--- config.mk ---
export PLATFORM = sky130hd
export DESIGN_NAME = shortest_remaining_time_scheduler_top
export DESIGN_NICKNAME = d
export VERILOG_FILES = /design/src/design/srt_pkg.sv /design/src/design/srt_cell.sv /design/src/design/shortest_remaining_time_scheduler_top.sv
export SDC_FILE = /design/constraint.sdc
export NUM_CORES = 2
export LEC_CHECK = 0
export ABC_AREA = 1
export ABC_CLOCK_PERIOD_IN_PS = 4500
export BUFFER_PORTS_ARGS = -buffer_cell sky130_fd_sc_hd__buf_2
export CAP_MARGIN = 20
export CELL_PAD_IN_SITES_DETAIL_PLACEMENT = 1
export CELL_PAD_IN_SITES_GLOBAL_PLACEMENT = 1
export CORE_ASPECT_RATIO = 1.75
export CORE_MARGIN = 1
export CORE_UTILIZATION = 48
export DETAILED_ROUTE_END_ITERATION = 10
export PLACE_DENSITY = 0.8
export SETUP_SLACK_MARGIN = 0.02
export SKIP_LAST_GASP = 1
export SYNTH_ARGS = -nofsm -noshare
export SYNTH_HDL_FRONTEND = slang
export SYNTH_SLANG_ARGS = --single-unit
--- constraint.sdc ---
create_clock -name clk_i -period 4.5 [get_ports clk_i]
set_input_delay 0.9 -clock clk_i [delete_from_list [all_inputs] [get_ports clk_i]]
set_output_delay 0.9 -clock clk_i [all_outputs]
set_load 0.02 [all_outputs]
--- src/design/srt_pkg.sv ---
`timescale 1ns / 1ps

package srt_pkg;

  // Operation codes
  localparam logic [1:0] OP_LOAD  = 2'd0;
  localparam logic [1:0] OP_TICK  = 2'd1;
  localparam logic [1:0] OP_CLEAR = 2'd2;

  localparam int unsigned SLOT_COUNT_DEF = 16;
  // Slot index field in the candidate record, wide enough for the largest table
  localparam int unsigned SLOT_IDX_W = 6;
  localparam int unsigned CLOCK_W    = 24;
  localparam logic [CLOCK_W-1:0] CLOCK_MAX = 24'hFF_FFFF;

  typedef struct packed {
    logic [7:0]  job_id;
    logic [15:0] burst;
    logic [15:0] arrival;
  } load_t;

  typedef struct packed {
    logic clear;
    logic load;
    logic dec;
    logic is_cur;
  } cell_ctrl_t;

  // Best job seen so far, handed from cell to cell during a scan
  typedef struct packed {
    logic                  found;
    logic [SLOT_IDX_W-1:0] slot;
    logic [15:0]           rem;
    logic [7:0]            job_id;
    logic [15:0]           burst;
    logic [15:0]           arrival;
  } cand_t;

endpackage

--- src/design/srt_cell.sv ---
`timescale 1ns / 1ps

module srt_cell #(
  parameter int unsigned IDX = 0
) (
  input  logic                          clk_i,
  input  logic                          rst_ni,
  input  srt_pkg::cell_ctrl_t           ctrl_i,
  input  srt_pkg::load_t                load_i,
  input  logic [srt_pkg::CLOCK_W-1:0]   clock_i,
  input  logic                          cand_valid_i,
  input  srt_pkg::cand_t                cand_i,
  output logic                          cand_valid_o,
  output srt_pkg::cand_t                cand_o,
  output logic                          pending_o
);

  logic [7:0]     job_id_q;
  logic [15:0]    burst_q;
  logic [15:0]    arrival_q;
  logic [15:0]    rem_q;
  logic           eligible;
  logic           take;
  srt_pkg::cand_t cand_d;
  srt_pkg::cand_t cand_q;
  logic           cand_valid_q;

  assign eligible = (rem_q != 16'd0) && (srt_pkg::CLOCK_W'(arrival_q) <= clock_i);

  // Strictly shorter wins; on a tie only the running job takes over
  assign take = eligible && (!cand_i.found || (rem_q < cand_i.rem) ||
                             ((rem_q == cand_i.rem) && ctrl_i.is_cur));

  always_comb begin
    cand_d = cand_i;
    if (take) begin
      cand_d.found   = 1'b1;
      cand_d.slot    = srt_pkg::SLOT_IDX_W'(IDX);
      cand_d.rem     = rem_q;
      cand_d.job_id  = job_id_q;
      cand_d.burst   = burst_q;
      cand_d.arrival = arrival_q;
    end
  end

  always_ff @(posedge clk_i or negedge rst_ni) begin
    if (!rst_ni) begin
      job_id_q  <= '0;
      burst_q   <= '0;
      arrival_q <= '0;
      rem_q     <= '0;
    end else if (ctrl_i.clear) begin
      job_id_q  <= '0;
      burst_q   <= '0;
      arrival_q <= '0;
      rem_q     <= '0;
    end else if (ctrl_i.load) begin
      job_id_q  <= load_i.job_id;
      burst_q   <= load_i.burst;
      arrival_q <= load_i.arrival;
      rem_q     <= load_i.burst;
    end else if (ctrl_i.dec) begin
      rem_q <= rem_q - 16'd1;
    end
  end

  always_ff @(posedge clk_i or negedge rst_ni) begin
    if (!rst_ni) begin
      cand_valid_q <= 1'b0;
    end else begin
      cand_valid_q <= cand_valid_i;
    end
  end

  always_ff @(posedge clk_i) begin
    cand_q <= cand_d;
  end

  assign cand_valid_o = cand_valid_q;
  assign cand_o       = cand_q;
  assign pending_o    = (rem_q != 16'd0);

endmodule

--- src/design/shortest_remaining_time_scheduler_top.sv ---
`timescale 1ns / 1ps
// Load, clear and unknown items: result registered at the transfer edge, one item per cycle
// while the output is not stalled. Tick items: the candidate walks the row of SLOT_COUNT
// slot cells, one cell per cycle, and the result is registered as it leaves the last cell;
// no new item is taken until the scan is over.
// Reset (asynchronous, active low) empties every slot, zeroes the tick clock and the
// running claim, and drops any pending result.

module shortest_remaining_time_scheduler_top #(
  parameter int unsigned SLOT_COUNT = srt_pkg::SLOT_COUNT_DEF
) (
  input  logic        clk_i,
  input  logic        rst_ni,
  input  logic        in_valid_i,
  output logic        in_stall_o,
  input  logic [1:0]  opcode_i,
  input  logic [3:0]  slot_i,
  input  logic [7:0]  job_id_i,
  input  logic [15:0] burst_length_i,
  input  logic [15:0] arrival_tick_i,
  output logic        out_valid_o,
  input  logic        out_stall_i,
  output logic [7:0]  ran_job_id_o,
  output logic        idle_o,
  output logic        job_finished_o,
  output logic [23:0] wait_ticks_o,
  output logic        all_done_o,
  output logic [23:0] clock_now_o
);

  localparam int unsigned SW = $clog2(SLOT_COUNT);
  localparam int unsigned CW = $clog2(SLOT_COUNT + 1);
  localparam int unsigned WW = srt_pkg::CLOCK_W + 2;

  localparam logic ST_IDLE = 1'b0;
  localparam logic ST_SCAN = 1'b1;

  logic                        state_q, state_d;
  logic                        start_q;
  logic [srt_pkg::CLOCK_W-1:0] clock_q, clock_d;
  logic [SW-1:0]               cur_slot_q, cur_slot_d;
  logic                        have_cur_q, have_cur_d;
  logic [CW-1:0]               cnt_q, cnt_d;

  logic                        out_valid_q;
  logic [7:0]                  out_ran_q;
  logic                        out_idle_q;
  logic                        out_fin_q;
  logic [23:0]                 out_wait_q;
  logic                        out_all_done_q;
  logic [23:0]                 out_clock_q;

  logic                        accept;
  logic                        do_load;
  logic                        do_clear;
  logic                        do_tick;
  logic                        in_range;
  logic [SW-1:0]               slot_idx;
  logic                        scan_done;
  logic                        finished;
  logic [WW-1:0]               wait_full;
  logic [23:0]                 wait_val;
  logic [SW-1:0]               best_slot;
  srt_pkg::load_t              load_data;

  srt_pkg::cand_t              cand_w [SLOT_COUNT+1];
  logic [SLOT_COUNT:0]         cval_w;
  logic [SLOT_COUNT-1:0]       pend_vec;
  srt_pkg::cell_ctrl_t         ctrl_w [SLOT_COUNT];

  assign in_stall_o = (state_q != ST_IDLE) || (out_valid_q && out_stall_i);
  assign accept     = in_valid_i && !in_stall_o;
  assign in_range   = (int'(slot_i) < SLOT_COUNT);
  assign slot_idx   = SW'(slot_i);
  assign do_load    = accept && (opcode_i == srt_pkg::OP_LOAD) && in_range;
  assign do_clear   = accept && (opcode_i == srt_pkg::OP_CLEAR);
  assign do_tick    = accept && (opcode_i == srt_pkg::OP_TICK);

  assign load_data.job_id  = job_id_i;
  assign load_data.burst   = burst_length_i;
  assign load_data.arrival = arrival_tick_i;

  assign scan_done = cval_w[SLOT_COUNT];
  assign best_slot = cand_w[SLOT_COUNT].slot[SW-1:0];
  assign finished  = cand_w[SLOT_COUNT].found && (cand_w[SLOT_COUNT].rem == 16'd1);

  // Wait = finish - burst - arrival; clamp a negative value at zero
  assign wait_full = WW'(clock_q) + WW'(1) - WW'(cand_w[SLOT_COUNT].burst)
                   - WW'(cand_w[SLOT_COUNT].arrival);
  assign wait_val  = wait_full[WW-1] ? 24'd0 : wait_full[23:0];

  assign cand_w[0] = '0;
  assign cval_w[0] = start_q;

  for (genvar i = 0; i < SLOT_COUNT; i++) begin : g_cell
    assign ctrl_w[i].clear  = do_clear;
    assign ctrl_w[i].load   = do_load && (slot_idx == SW'(i));
    assign ctrl_w[i].dec    = scan_done && cand_w[SLOT_COUNT].found && (best_slot == SW'(i));
    assign ctrl_w[i].is_cur = have_cur_q && (cur_slot_q == SW'(i));

    srt_cell #(
      .IDX (i)
    ) u_cell (
      .clk_i        (clk_i),
      .rst_ni       (rst_ni),
      .ctrl_i       (ctrl_w[i]),
      .load_i       (load_data),
      .clock_i      (clock_q),
      .cand_valid_i (cval_w[i]),
      .cand_i       (cand_w[i]),
      .cand_valid_o (cval_w[i+1]),
      .cand_o       (cand_w[i+1]),
      .pending_o    (pend_vec[i])
    );
  end

  always_comb begin
    state_d    = state_q;
    clock_d    = clock_q;
    cur_slot_d = cur_slot_q;
    have_cur_d = have_cur_q;
    cnt_d      = cnt_q;
    unique case (state_q)
      ST_IDLE: begin
        if (do_clear) begin
          clock_d    = '0;
          cur_slot_d = '0;
          have_cur_d = 1'b0;
          cnt_d      = '0;
        end else if (do_load) begin
          cnt_d = cnt_q - CW'(pend_vec[slot_idx]) + CW'(burst_length_i != 16'd0);
          if (have_cur_q && (cur_slot_q == slot_idx)) begin
            have_cur_d = 1'b0;
          end
        end else if (do_tick) begin
          state_d = ST_SCAN;
        end
      end
      ST_SCAN: begin
        if (scan_done) begin
          state_d = ST_IDLE;
          if (clock_q != srt_pkg::CLOCK_MAX) begin
            clock_d = clock_q + 24'd1;
          end
          if (!cand_w[SLOT_COUNT].found) begin
            have_cur_d = 1'b0;
          end else begin
            cur_slot_d = best_slot;
            have_cur_d = !finished;
            if (finished) begin
              cnt_d = cnt_q - CW'(1);
            end
          end
        end
      end
      default: state_d = ST_IDLE;
    endcase
  end

  always_ff @(posedge clk_i or negedge rst_ni) begin
    if (!rst_ni) begin
      state_q    <= ST_IDLE;
      start_q    <= 1'b0;
      clock_q    <= '0;
      cur_slot_q <= '0;
      have_cur_q <= 1'b0;
      cnt_q      <= '0;
    end else begin
      state_q    <= state_d;
      start_q    <= do_tick;
      clock_q    <= clock_d;
      cur_slot_q <= cur_slot_d;
      have_cur_q <= have_cur_d;
      cnt_q      <= cnt_d;
    end
  end

  always_ff @(posedge clk_i or negedge rst_ni) begin
    if (!rst_ni) begin
      out_valid_q <= 1'b0;
    end else if ((accept && !do_tick) || ((state_q == ST_SCAN) && scan_done)) begin
      out_valid_q <= 1'b1;
    end else if (!out_stall_i) begin
      out_valid_q <= 1'b0;
    end
  end

  always_ff @(posedge clk_i) begin
    if (accept && !do_tick) begin
      out_ran_q      <= '0;
      out_idle_q     <= 1'b0;
      out_fin_q      <= 1'b0;
      out_wait_q     <= '0;
      out_all_done_q <= (cnt_d == '0);
      out_clock_q    <= clock_q;
    end else if ((state_q == ST_SCAN) && scan_done) begin
      out_ran_q      <= cand_w[SLOT_COUNT].found ? cand_w[SLOT_COUNT].job_id : 8'd0;
      out_idle_q     <= !cand_w[SLOT_COUNT].found;
      out_fin_q      <= finished;
      out_wait_q     <= finished ? wait_val : 24'd0;
      out_all_done_q <= (cnt_d == '0);
      out_clock_q    <= clock_q;
    end
  end

  assign out_valid_o    = out_valid_q;
  assign ran_job_id_o   = out_ran_q;
  assign idle_o         = out_idle_q;
  assign job_finished_o = out_fin_q;
  assign wait_ticks_o   = out_wait_q;
  assign all_done_o     = out_all_done_q;
  assign clock_now_o    = out_clock_q;

  // A launched scan token passes each cell register in turn and leaves the last cell
  a_scan_length: assert property (@(posedge clk_i) disable iff (!rst_ni)
    start_q |-> ##SLOT_COUNT scan_done)
    else $error("scan token did not reach the end of the row on time");

  // The pending-slot count is zero exactly when no cell has work left
  a_count_match: assert property (@(posedge clk_i) disable iff (!rst_ni)
    (cnt_q == '0) == (pend_vec == '0))
    else $error("pending count disagrees with slot contents");

  // A held claim always points at a slot with work left
  a_claim_pending: assert property (@(posedge clk_i) disable iff (!rst_ni)
    have_cur_q |-> pend_vec[cur_slot_q])
    else $error("running claim on an empty slot");

  // Unless the output is stalled, a finishing result is not flagged idle and does not block input
  a_fin_not_idle: assert property (@(posedge clk_i) disable iff (!rst_ni)
    out_valid_q && out_fin_q |-> !out_idle_q && !in_stall_o || out_stall_i)
    else $error("finished result flagged idle or blocking input");

endmodule

* Word level (Yosys, flattened, before mapping)
Index checks and enable logic that the tools add are counted.
** Storage, ports and cells
- Bits in registers :: 1984
- Bits in latches :: 0
- Memory bits (writable) :: 0
- Bits in read-only memories :: 0
- Input port bits :: 50
- Output and inout bits :: 61
- Memories :: 0
** Operators by class
- Add/subtract/negate cells :: 23
- Multiply operators :: 0
- Divide/modulo/power cells :: 0
- Magnitude comparators :: 32
- Equality and inequality tests :: 72
- Shift-type cells :: 0
- Mux-type cells :: 196
- Bitwise logic cells :: 1
- Reductions and logical operators :: 211
** Operators by type and width (number)
- 16-bit 2-to-1 mux :: 112
- 56-bit 2-to-1 mux :: 15
- 16-bit by 24-bit less-or-equal comparator with 1-bit output :: 16
- 16-bit nonzero test :: 17
- 8-bit 2-to-1 mux :: 33
- 16-bit by 1-bit subtractor with 16-bit output, second input constant :: 16
- 16-bit == test :: 15
- 16-bit less-than comparator :: 15
- 24-bit 2-to-1 mux :: 7
- 1-bit logical AND :: 103
- 4-bit == test, second input constant :: 24
- 63-bit 2-to-1 mux :: 1
- 4-bit by 3-bit == test with 1-bit output, second input constant :: 12
- 24-bit one-hot mux with 2 select lines :: 1
- 3-bit nonzero test :: 16
- 2-bit nonzero test :: 17
- 1-bit logical OR :: 32
- 25-bit by 16-bit subtractor with 26-bit output :: 1
- 26-bit by 16-bit subtractor with 26-bit output :: 1
- 24-bit by 1-bit adder with 25-bit output, second input constant :: 1
- 5-bit 2-to-1 mux :: 5
- 24-bit by 1-bit adder with 24-bit output, second input constant :: 1
- 4-bit by 2-bit == test with 1-bit output, second input constant :: 6
- 24-bit != test, second input constant :: 1
- other kinds (24) :: 67

* Longest topological paths before layout
- Depth in word-level cells :: 11
- Mapped depth :: 23
- Mapped depth without buffers :: 23

* Modules after synthesis
Synthesis repeated with hierarchy kept, for this count alone.
** Second synthesis, totals
- Cell total of the unflattened synthesis :: 12014
- Area total of the unflattened synthesis :: 98523.2 µm²
** By module, submodules not included
- srt_cell at g_cell[0].u_cell ... :: times used 9, cells each 690, area each 5708.0 µm², sequential area each 2687.6 µm²
- srt_cell at g_cell[10].u_cell ... :: times used 5, cells each 690, area each 5706.7 µm², sequential area each 2687.6 µm²
- shortest_remaining_time_scheduler_top :: times used 1, cells each 971, area each 7151.9 µm², sequential area each 2357.3 µm²
- srt_cell at g_cell[9].u_cell :: times used 1, cells each 693, area each 5755.5 µm², sequential area each 2687.6 µm²
- srt_cell at g_cell[8].u_cell :: times used 1, cells each 690, area each 5710.5 µm², sequential area each 2687.6 µm²

* Least setup slack after synthesis
No wires, ideal clock.
- Path kind :: input-to-reg
- From :: input slot_i[0]
- To :: register out_all_done_q, in the netlist all_done_o, data pin
- Library setup time :: 252 ps
- Data arrival time :: 3099 ps
- Slack :: 1150 ps
- Cell stages on the path :: 20
- Buffers on the path :: 0
- Cell sequence :: inv_1 > nor2_1 > nand2_1 > nand2_1 > nor2_1 > nor2_1 > nor2_1 > nand2_1 > ha_1 > inv_1 > ha_1 > inv_1 > fa_1 > or2_2 > nand3_1 > o211ai_1 > nand2_1 > inv_1 > nand2_1 > nor2_1
** On the way
- Longest elaborated chain between the ends :: 10
** Ends and longest elaborated chain
- start, declared :: line shortest_remaining_time_scheduler_top.sv:17 : input logic [3:0] slot_i,
- 1-bit binary-select mux with 4-bit select * :: line shortest_remaining_time_scheduler_top.sv:131 : cnt_d = cnt_q - CW'(pend_vec[slot_idx]) + CW'(burst_length_i != 16'd0);
- 1-bit 2-to-1 mux (not written as such) * :: line shortest_remaining_time_scheduler_top.sv:131
- 5-bit by 1-bit subtractor with 5-bit output * :: line shortest_remaining_time_scheduler_top.sv:131
- 5-bit by 1-bit adder with 5-bit output * :: line shortest_remaining_time_scheduler_top.sv:131
- 5-bit 2-to-1 mux * :: line shortest_remaining_time_scheduler_top.sv:130 : end else if (do_load) begin
- 5-bit 2-to-1 mux * :: line shortest_remaining_time_scheduler_top.sv:125 : if (do_clear) begin
- 5-bit one-hot mux with 2 select lines * :: line shortest_remaining_time_scheduler_top.sv:123 : unique case (state_q)
- net cnt_d[2] :: line shortest_remaining_time_scheduler_top.sv:43 : logic [CW-1:0] cnt_q, cnt_d;
- 5-bit zero test * :: line shortest_remaining_time_scheduler_top.sv:194, shortest_remaining_time_scheduler_top.sv:201
- 1-bit 2-to-1 mux :: line shortest_remaining_time_scheduler_top.sv:196 : end else if ((state_q == ST_SCAN) && scan_done) begin
- 1-bit 2-to-1 mux * :: line shortest_remaining_time_scheduler_top.sv:189 : if (accept && !do_tick) begin
- end signal, assigned :: line shortest_remaining_time_scheduler_top.sv:194 : out_all_done_q <= (cnt_d == '0);
- end signal, assigned :: line shortest_remaining_time_scheduler_top.sv:201 : out_all_done_q <= (cnt_d == '0);
- end, declared :: line shortest_remaining_time_scheduler_top.sv:50 : logic out_all_done_q;
Mark *: on every way through the listed nets, which the timed path passes. The rest lies on a longest branch. The select of a mux whose other input is x is not followed.
A chain may end at the register's enable or synchronous reset.

* Final worst setup path
- From :: register g_cell[5].u_cell.rem_q[6]
- To :: register out_all_done_q, in the netlist all_done_o, data pin
** On the way
- Longest elaborated chain between the ends :: 11
** Ends and longest elaborated chain
- start, declared :: line srt_cell.sv:21 : logic [15:0] rem_q;
- start signal, assigned :: line srt_cell.sv:61 : rem_q <= load_i.burst;
- start signal, assigned :: line srt_cell.sv:63 : rem_q <= rem_q - 16'd1;
- 16-bit nonzero test * :: line srt_cell.sv:81 : assign pending_o = (rem_q != 16'd0);
- 1-bit binary-select mux with 4-bit select * :: line shortest_remaining_time_scheduler_top.sv:131
- 1-bit 2-to-1 mux (not written as such) * :: line shortest_remaining_time_scheduler_top.sv:131
- 5-bit by 1-bit subtractor with 5-bit output * :: line shortest_remaining_time_scheduler_top.sv:131
- 5-bit by 1-bit adder with 5-bit output * :: line shortest_remaining_time_scheduler_top.sv:131
- 5-bit 2-to-1 mux * :: line shortest_remaining_time_scheduler_top.sv:130
- 5-bit 2-to-1 mux * :: line shortest_remaining_time_scheduler_top.sv:125
- 5-bit one-hot mux with 2 select lines * :: line shortest_remaining_time_scheduler_top.sv:123
- net cnt_d[2] :: line shortest_remaining_time_scheduler_top.sv:43
- 5-bit zero test * :: line shortest_remaining_time_scheduler_top.sv:194, shortest_remaining_time_scheduler_top.sv:201
- 1-bit 2-to-1 mux :: line shortest_remaining_time_scheduler_top.sv:196
- 1-bit 2-to-1 mux * :: line shortest_remaining_time_scheduler_top.sv:189
Marks and branches as above.

==> metrics.md <==
| Metric | Value |
|---|---|
| Crit path kind | flip-flop to flip-flop |
| Crit path max fanout | 7 |
| Worst-path cell chain | or2_2 -> nor2_1 -> nand4_1 -> buf_4 -> nand2_1 -> nand4_1 -> nand2_1 -> nand2_1 -> inv_1 -> nand2_1 -> ha_1 -> inv_1 -> ha_1 -> inv_1 -> fa_1 -> or2_2 -> nand3_1 -> o211ai_1 -> nand2_1 -> inv_1 -> nand2_1 -> nor2_1 |
| Final Max Tran Viols | 0 |
| Initial Utilization | 48.4% |
| Post-route minimum period | 4.07 ns |
| GRT Util Overall | about two fifths |
| Gates resized, CTS repair | 0 |
| Max Cap Viol | 0 |
| Clk root buf | clkbuf_16 |
| Final nets | 12200 |
| Post-Synthesis Mean Instance Area | 7.98 um^2 |
| Row cnt | approximately 210 |
| Clock insertion delay at the later pin of the skew report | between 0.8 and 0.9 ns |
| Crit. Startpoint | g_cell[5].u_cell.rem_q[6] |
| Post-synth EDFFs | 25 |
| H-Tree Depth | 4 |
| Leak | 51.2 nW |
| Sequential share of the synthesized area | 48.0% |
| Routed wire length | about 380 mm |
| Area Growth Syn to Fin | 11.4% |
| Total gr overflow | 0 |
| Detailed-route via count | 85000 |
| Syn Inst Count | 11600 |
| Cell count along the critical path | 22 |
| GPL Wtd Cong | about 0.94 |
| TritonCTS clock tree | done |
| CTS buffer count | 191 |
| Worst r2r src | g_cell[5].u_cell.rem_q[6] |
| Failing checks | hold timing |
| Initial antenna violation count | 42 |
| Mapped Area | 92500 um^2 |
| Core Area | 191000 um^2 |
| Clock transition at path regs | ~0.07 ns |
| Remaining DRCs | 0 |
| WP data required | 5.11 ns |
| Max Clock Freq | 0.246 GHz |
| Slew @ Worst Pin | 1.14 ns |
| RSZ-0062 raised after global routing | false |
| CP top delay family | simple AND/OR/NAND/NOR gates |
| PortBufs | 110 |
| Die X-Extent | 334 um |
| Die H | between 500 and 600 um |
| Final setup fails | 0 |
| Synth warn | 0 |
| Critical Path End Type | flip-flop |
| Status | finished, violations left |
| First-pass GRT wire length | 565 mm |
| Routed len/inst | 26.5 um |
| DP Wirelength | 271 mm |
| Iteration-0 DRC Markers | between 5000 and 6000 |
| R2R depth | 22 |
| Post-DP Area | 96600 um^2 |
| Top cell by count, worst path | nand2_1 |
| Yosys reg bits | 1969 |
| Final core utilization | 54.0% |
| Syn Nets | between 10000 and 15000 |
| CP Launch Type | flip-flop |
| Clock sink total | 1969 |
| Post-synthesis async set-or-reset flop share | 48.2% |
| Largest net degree at the start of global routing | 80 |
| Total Die Area | just under 200000 um^2 |
| Final worst path period share | about nine tenths |
| Max Root-Sink Buffers | 4 |
| Post-CTS Setup Bufs | 0 |
| Share of layout cells above drive strength 1 | 6.94% |
| Setup Skew | approximately 0.04 ns |
| Slew HR | 24.2% |
| Vias/cell | 5.97 |
| Cell variety after synth | 47 |
| Worst VDD drop | approximately 0.32 mV |
| Hold Buf Count CTS | 0 |
| Critical Path AT | 4.68 ns |
| Tot Pwr | 35.2 mW |
| P per Cell Area | 341 nW/um^2 |
| Drt first pass iters | 5 |
| Top Ports | 111 |
| CP max stage delay | 0.45 ns |
| Final instance area | 103000 um^2 |
| Prevailing post-synth register cell | dfxtp_1 |
| Hold WC Path Type | input pin to async pin |
| Hold Slack | -0.00281 ns |
| Routed Antenna Nets | 0 |
| Vias in the first global route | 90500 |
| WP buf/inv | 5 |
| Final hold vios | 1 |
| Slowest cell on crit path | dfrtp_1 |
-- sequential cells by signal (all words and copies together) (netlist names), 4 cells and up --
name / flops
g_cell.u_cell.job_id_q: 128
cnt_q: 5
g_cell.u_cell.arrival_q: 256
cur_slot_q: 4
wait_ticks_o: 24
g_cell.u_cell.cand_valid_o: 16
g_cell.u_cell.rem_q: 256
clock_q: 24
g_cell.u_cell.burst_q: 256
ran_job_id_o: 8
g_cell.u_cell.cand_o: 961
clock_now_o: 24
-- stage by stage --
stage | hold WS, ns | setup TNS, ns | cells | setup WS, ns
global placement | 0.336 | -0.243 | 13900 | -0.234
floorplan | 0.331 | 0 | 11600 | 1.15
CTS | 0.0897 | 0 | 14200 | 0.386
global route | 0.0583 | 0 | 14200 | 0.122
finish | -0.00281 | 0 | 14200 | 0.427
detailed placement | 0.336 | -0.179 | 13900 | -0.179
-- path summary, 6_finish.rpt --
| check | slack (ns) | to |
|---|---|---|
| worst max-delay path | 0.43 | all_done_o |
| worst min-delay path | -0.003 | g_cell[1].u_cell.job_id_q[7] |
| worst max register to register | 0.43 | all_done_o |
| worst min register to register | 0.35 | g_cell[11].u_cell.cand_valid_o |
| max in group asynchronous | 2.92 | g_cell[12].u_cell.burst_q[7] |
| min in group clk_i | 0.35 | g_cell[11].u_cell.cand_valid_o |
-- per-layer routing --
metal,part of all wire (%),track usage [%],vias up
met5,0.036,0,-
met1,34,38.8,42300
li1,-,-,38300
met2,50,67.4,2896
met4,11,36.1,20
met3,5.3,7.08,1501
-- cell usage after synthesis (2+ instances only) --
cell       instances  area, um^2
buf_1             91         342
a32o_1             8        80.1
buf_2             61         305
inv_2             18        67.6
clkbuf_1         448        1680
dfrtp_1          949       23700
o22ai_1           14        87.6
nand2_2            4        25.0
nand3_1          488        2440
or2_2             26         163
nand2_1         3710       13900
nor2_2             2        12.5
xor2_1            96         841
nand3_2            5        50.1
ha_1             588        7360
o21ai_1           13        65.1
fa_1              17         340
nor3_4             2        32.5
o21bai_1          16         120
o211ai_1          18         135
dfxtp_1          995       19900
nor2_1           646        2420
o21ai_0          781        3910
clkinv_1           6        22.5
xnor2_1           21         184
and2_1             2        12.5
buf_4              2        15.0
nor4_1            14        87.6
a31oi_1            8        50.1
nor3_1            77         385
and3_1             6        37.5
nand3b_1          15         113
nand4_1          918        5740
inv_1            929        3490
a21oi_1          306        1530
edfxtp_1          25         751
o31ai_1            2        15.0
o2111ai_1          4        35.0
o21a_1           254        1910
-- layout by cell type (no fill, tap or decap), types with 25 or more instances in the layout --
master     instances
dfrtp_1          949
clkbuf_16        195
clkbuf_1          44
o21a_1           254
clkinv_2          28
diode_2           37
or2_2             26
nand3_2           26
nand4_1          918
o21ai_0          781
nand2_2           36
edfxtp_1          25
inv_1            929
buf_12            27
buf_4            267
a21oi_1          306
buf_2            109
ha_1             588
xor2_1            96
dfxtp_1          995
nor2_1           644
nor3_1            77
nand2_1         3678
nand3_1          467
clkbuf_8          34
-- cells by family after synthesis --
logic type,after synthesis,share of synthesized area (%)
buf+inv,1555,6.40
flops,1969,48.0
simple gates,5920,27.6
compound gates,1427,8.60
xor+xnor,117,1.11
fa+ha+maj,605,8.32
-- where the power goes --
part / switching (mW) / internal, mW
logic: 0.592 / 0.0949
clock network: 7.23 / 9.68
registers: 0 / 17.6
total: 7.83 / 27.4
-- layout make-up --
type | instances | area (um^2)
diodes | 37 | 92.6
clock buffers | 273 | 5510
clock inverters | 68 | 907
fillers | 23100 | 87900
inverters | 953 | 3580
multi-input cells | 8069 | 42400
flip-flops and latches | 1969 | 44400
well taps | 2461 | 3080
repair buffers | 404 | 3110
No activity file was read; power rests on OpenSTA's default activity.
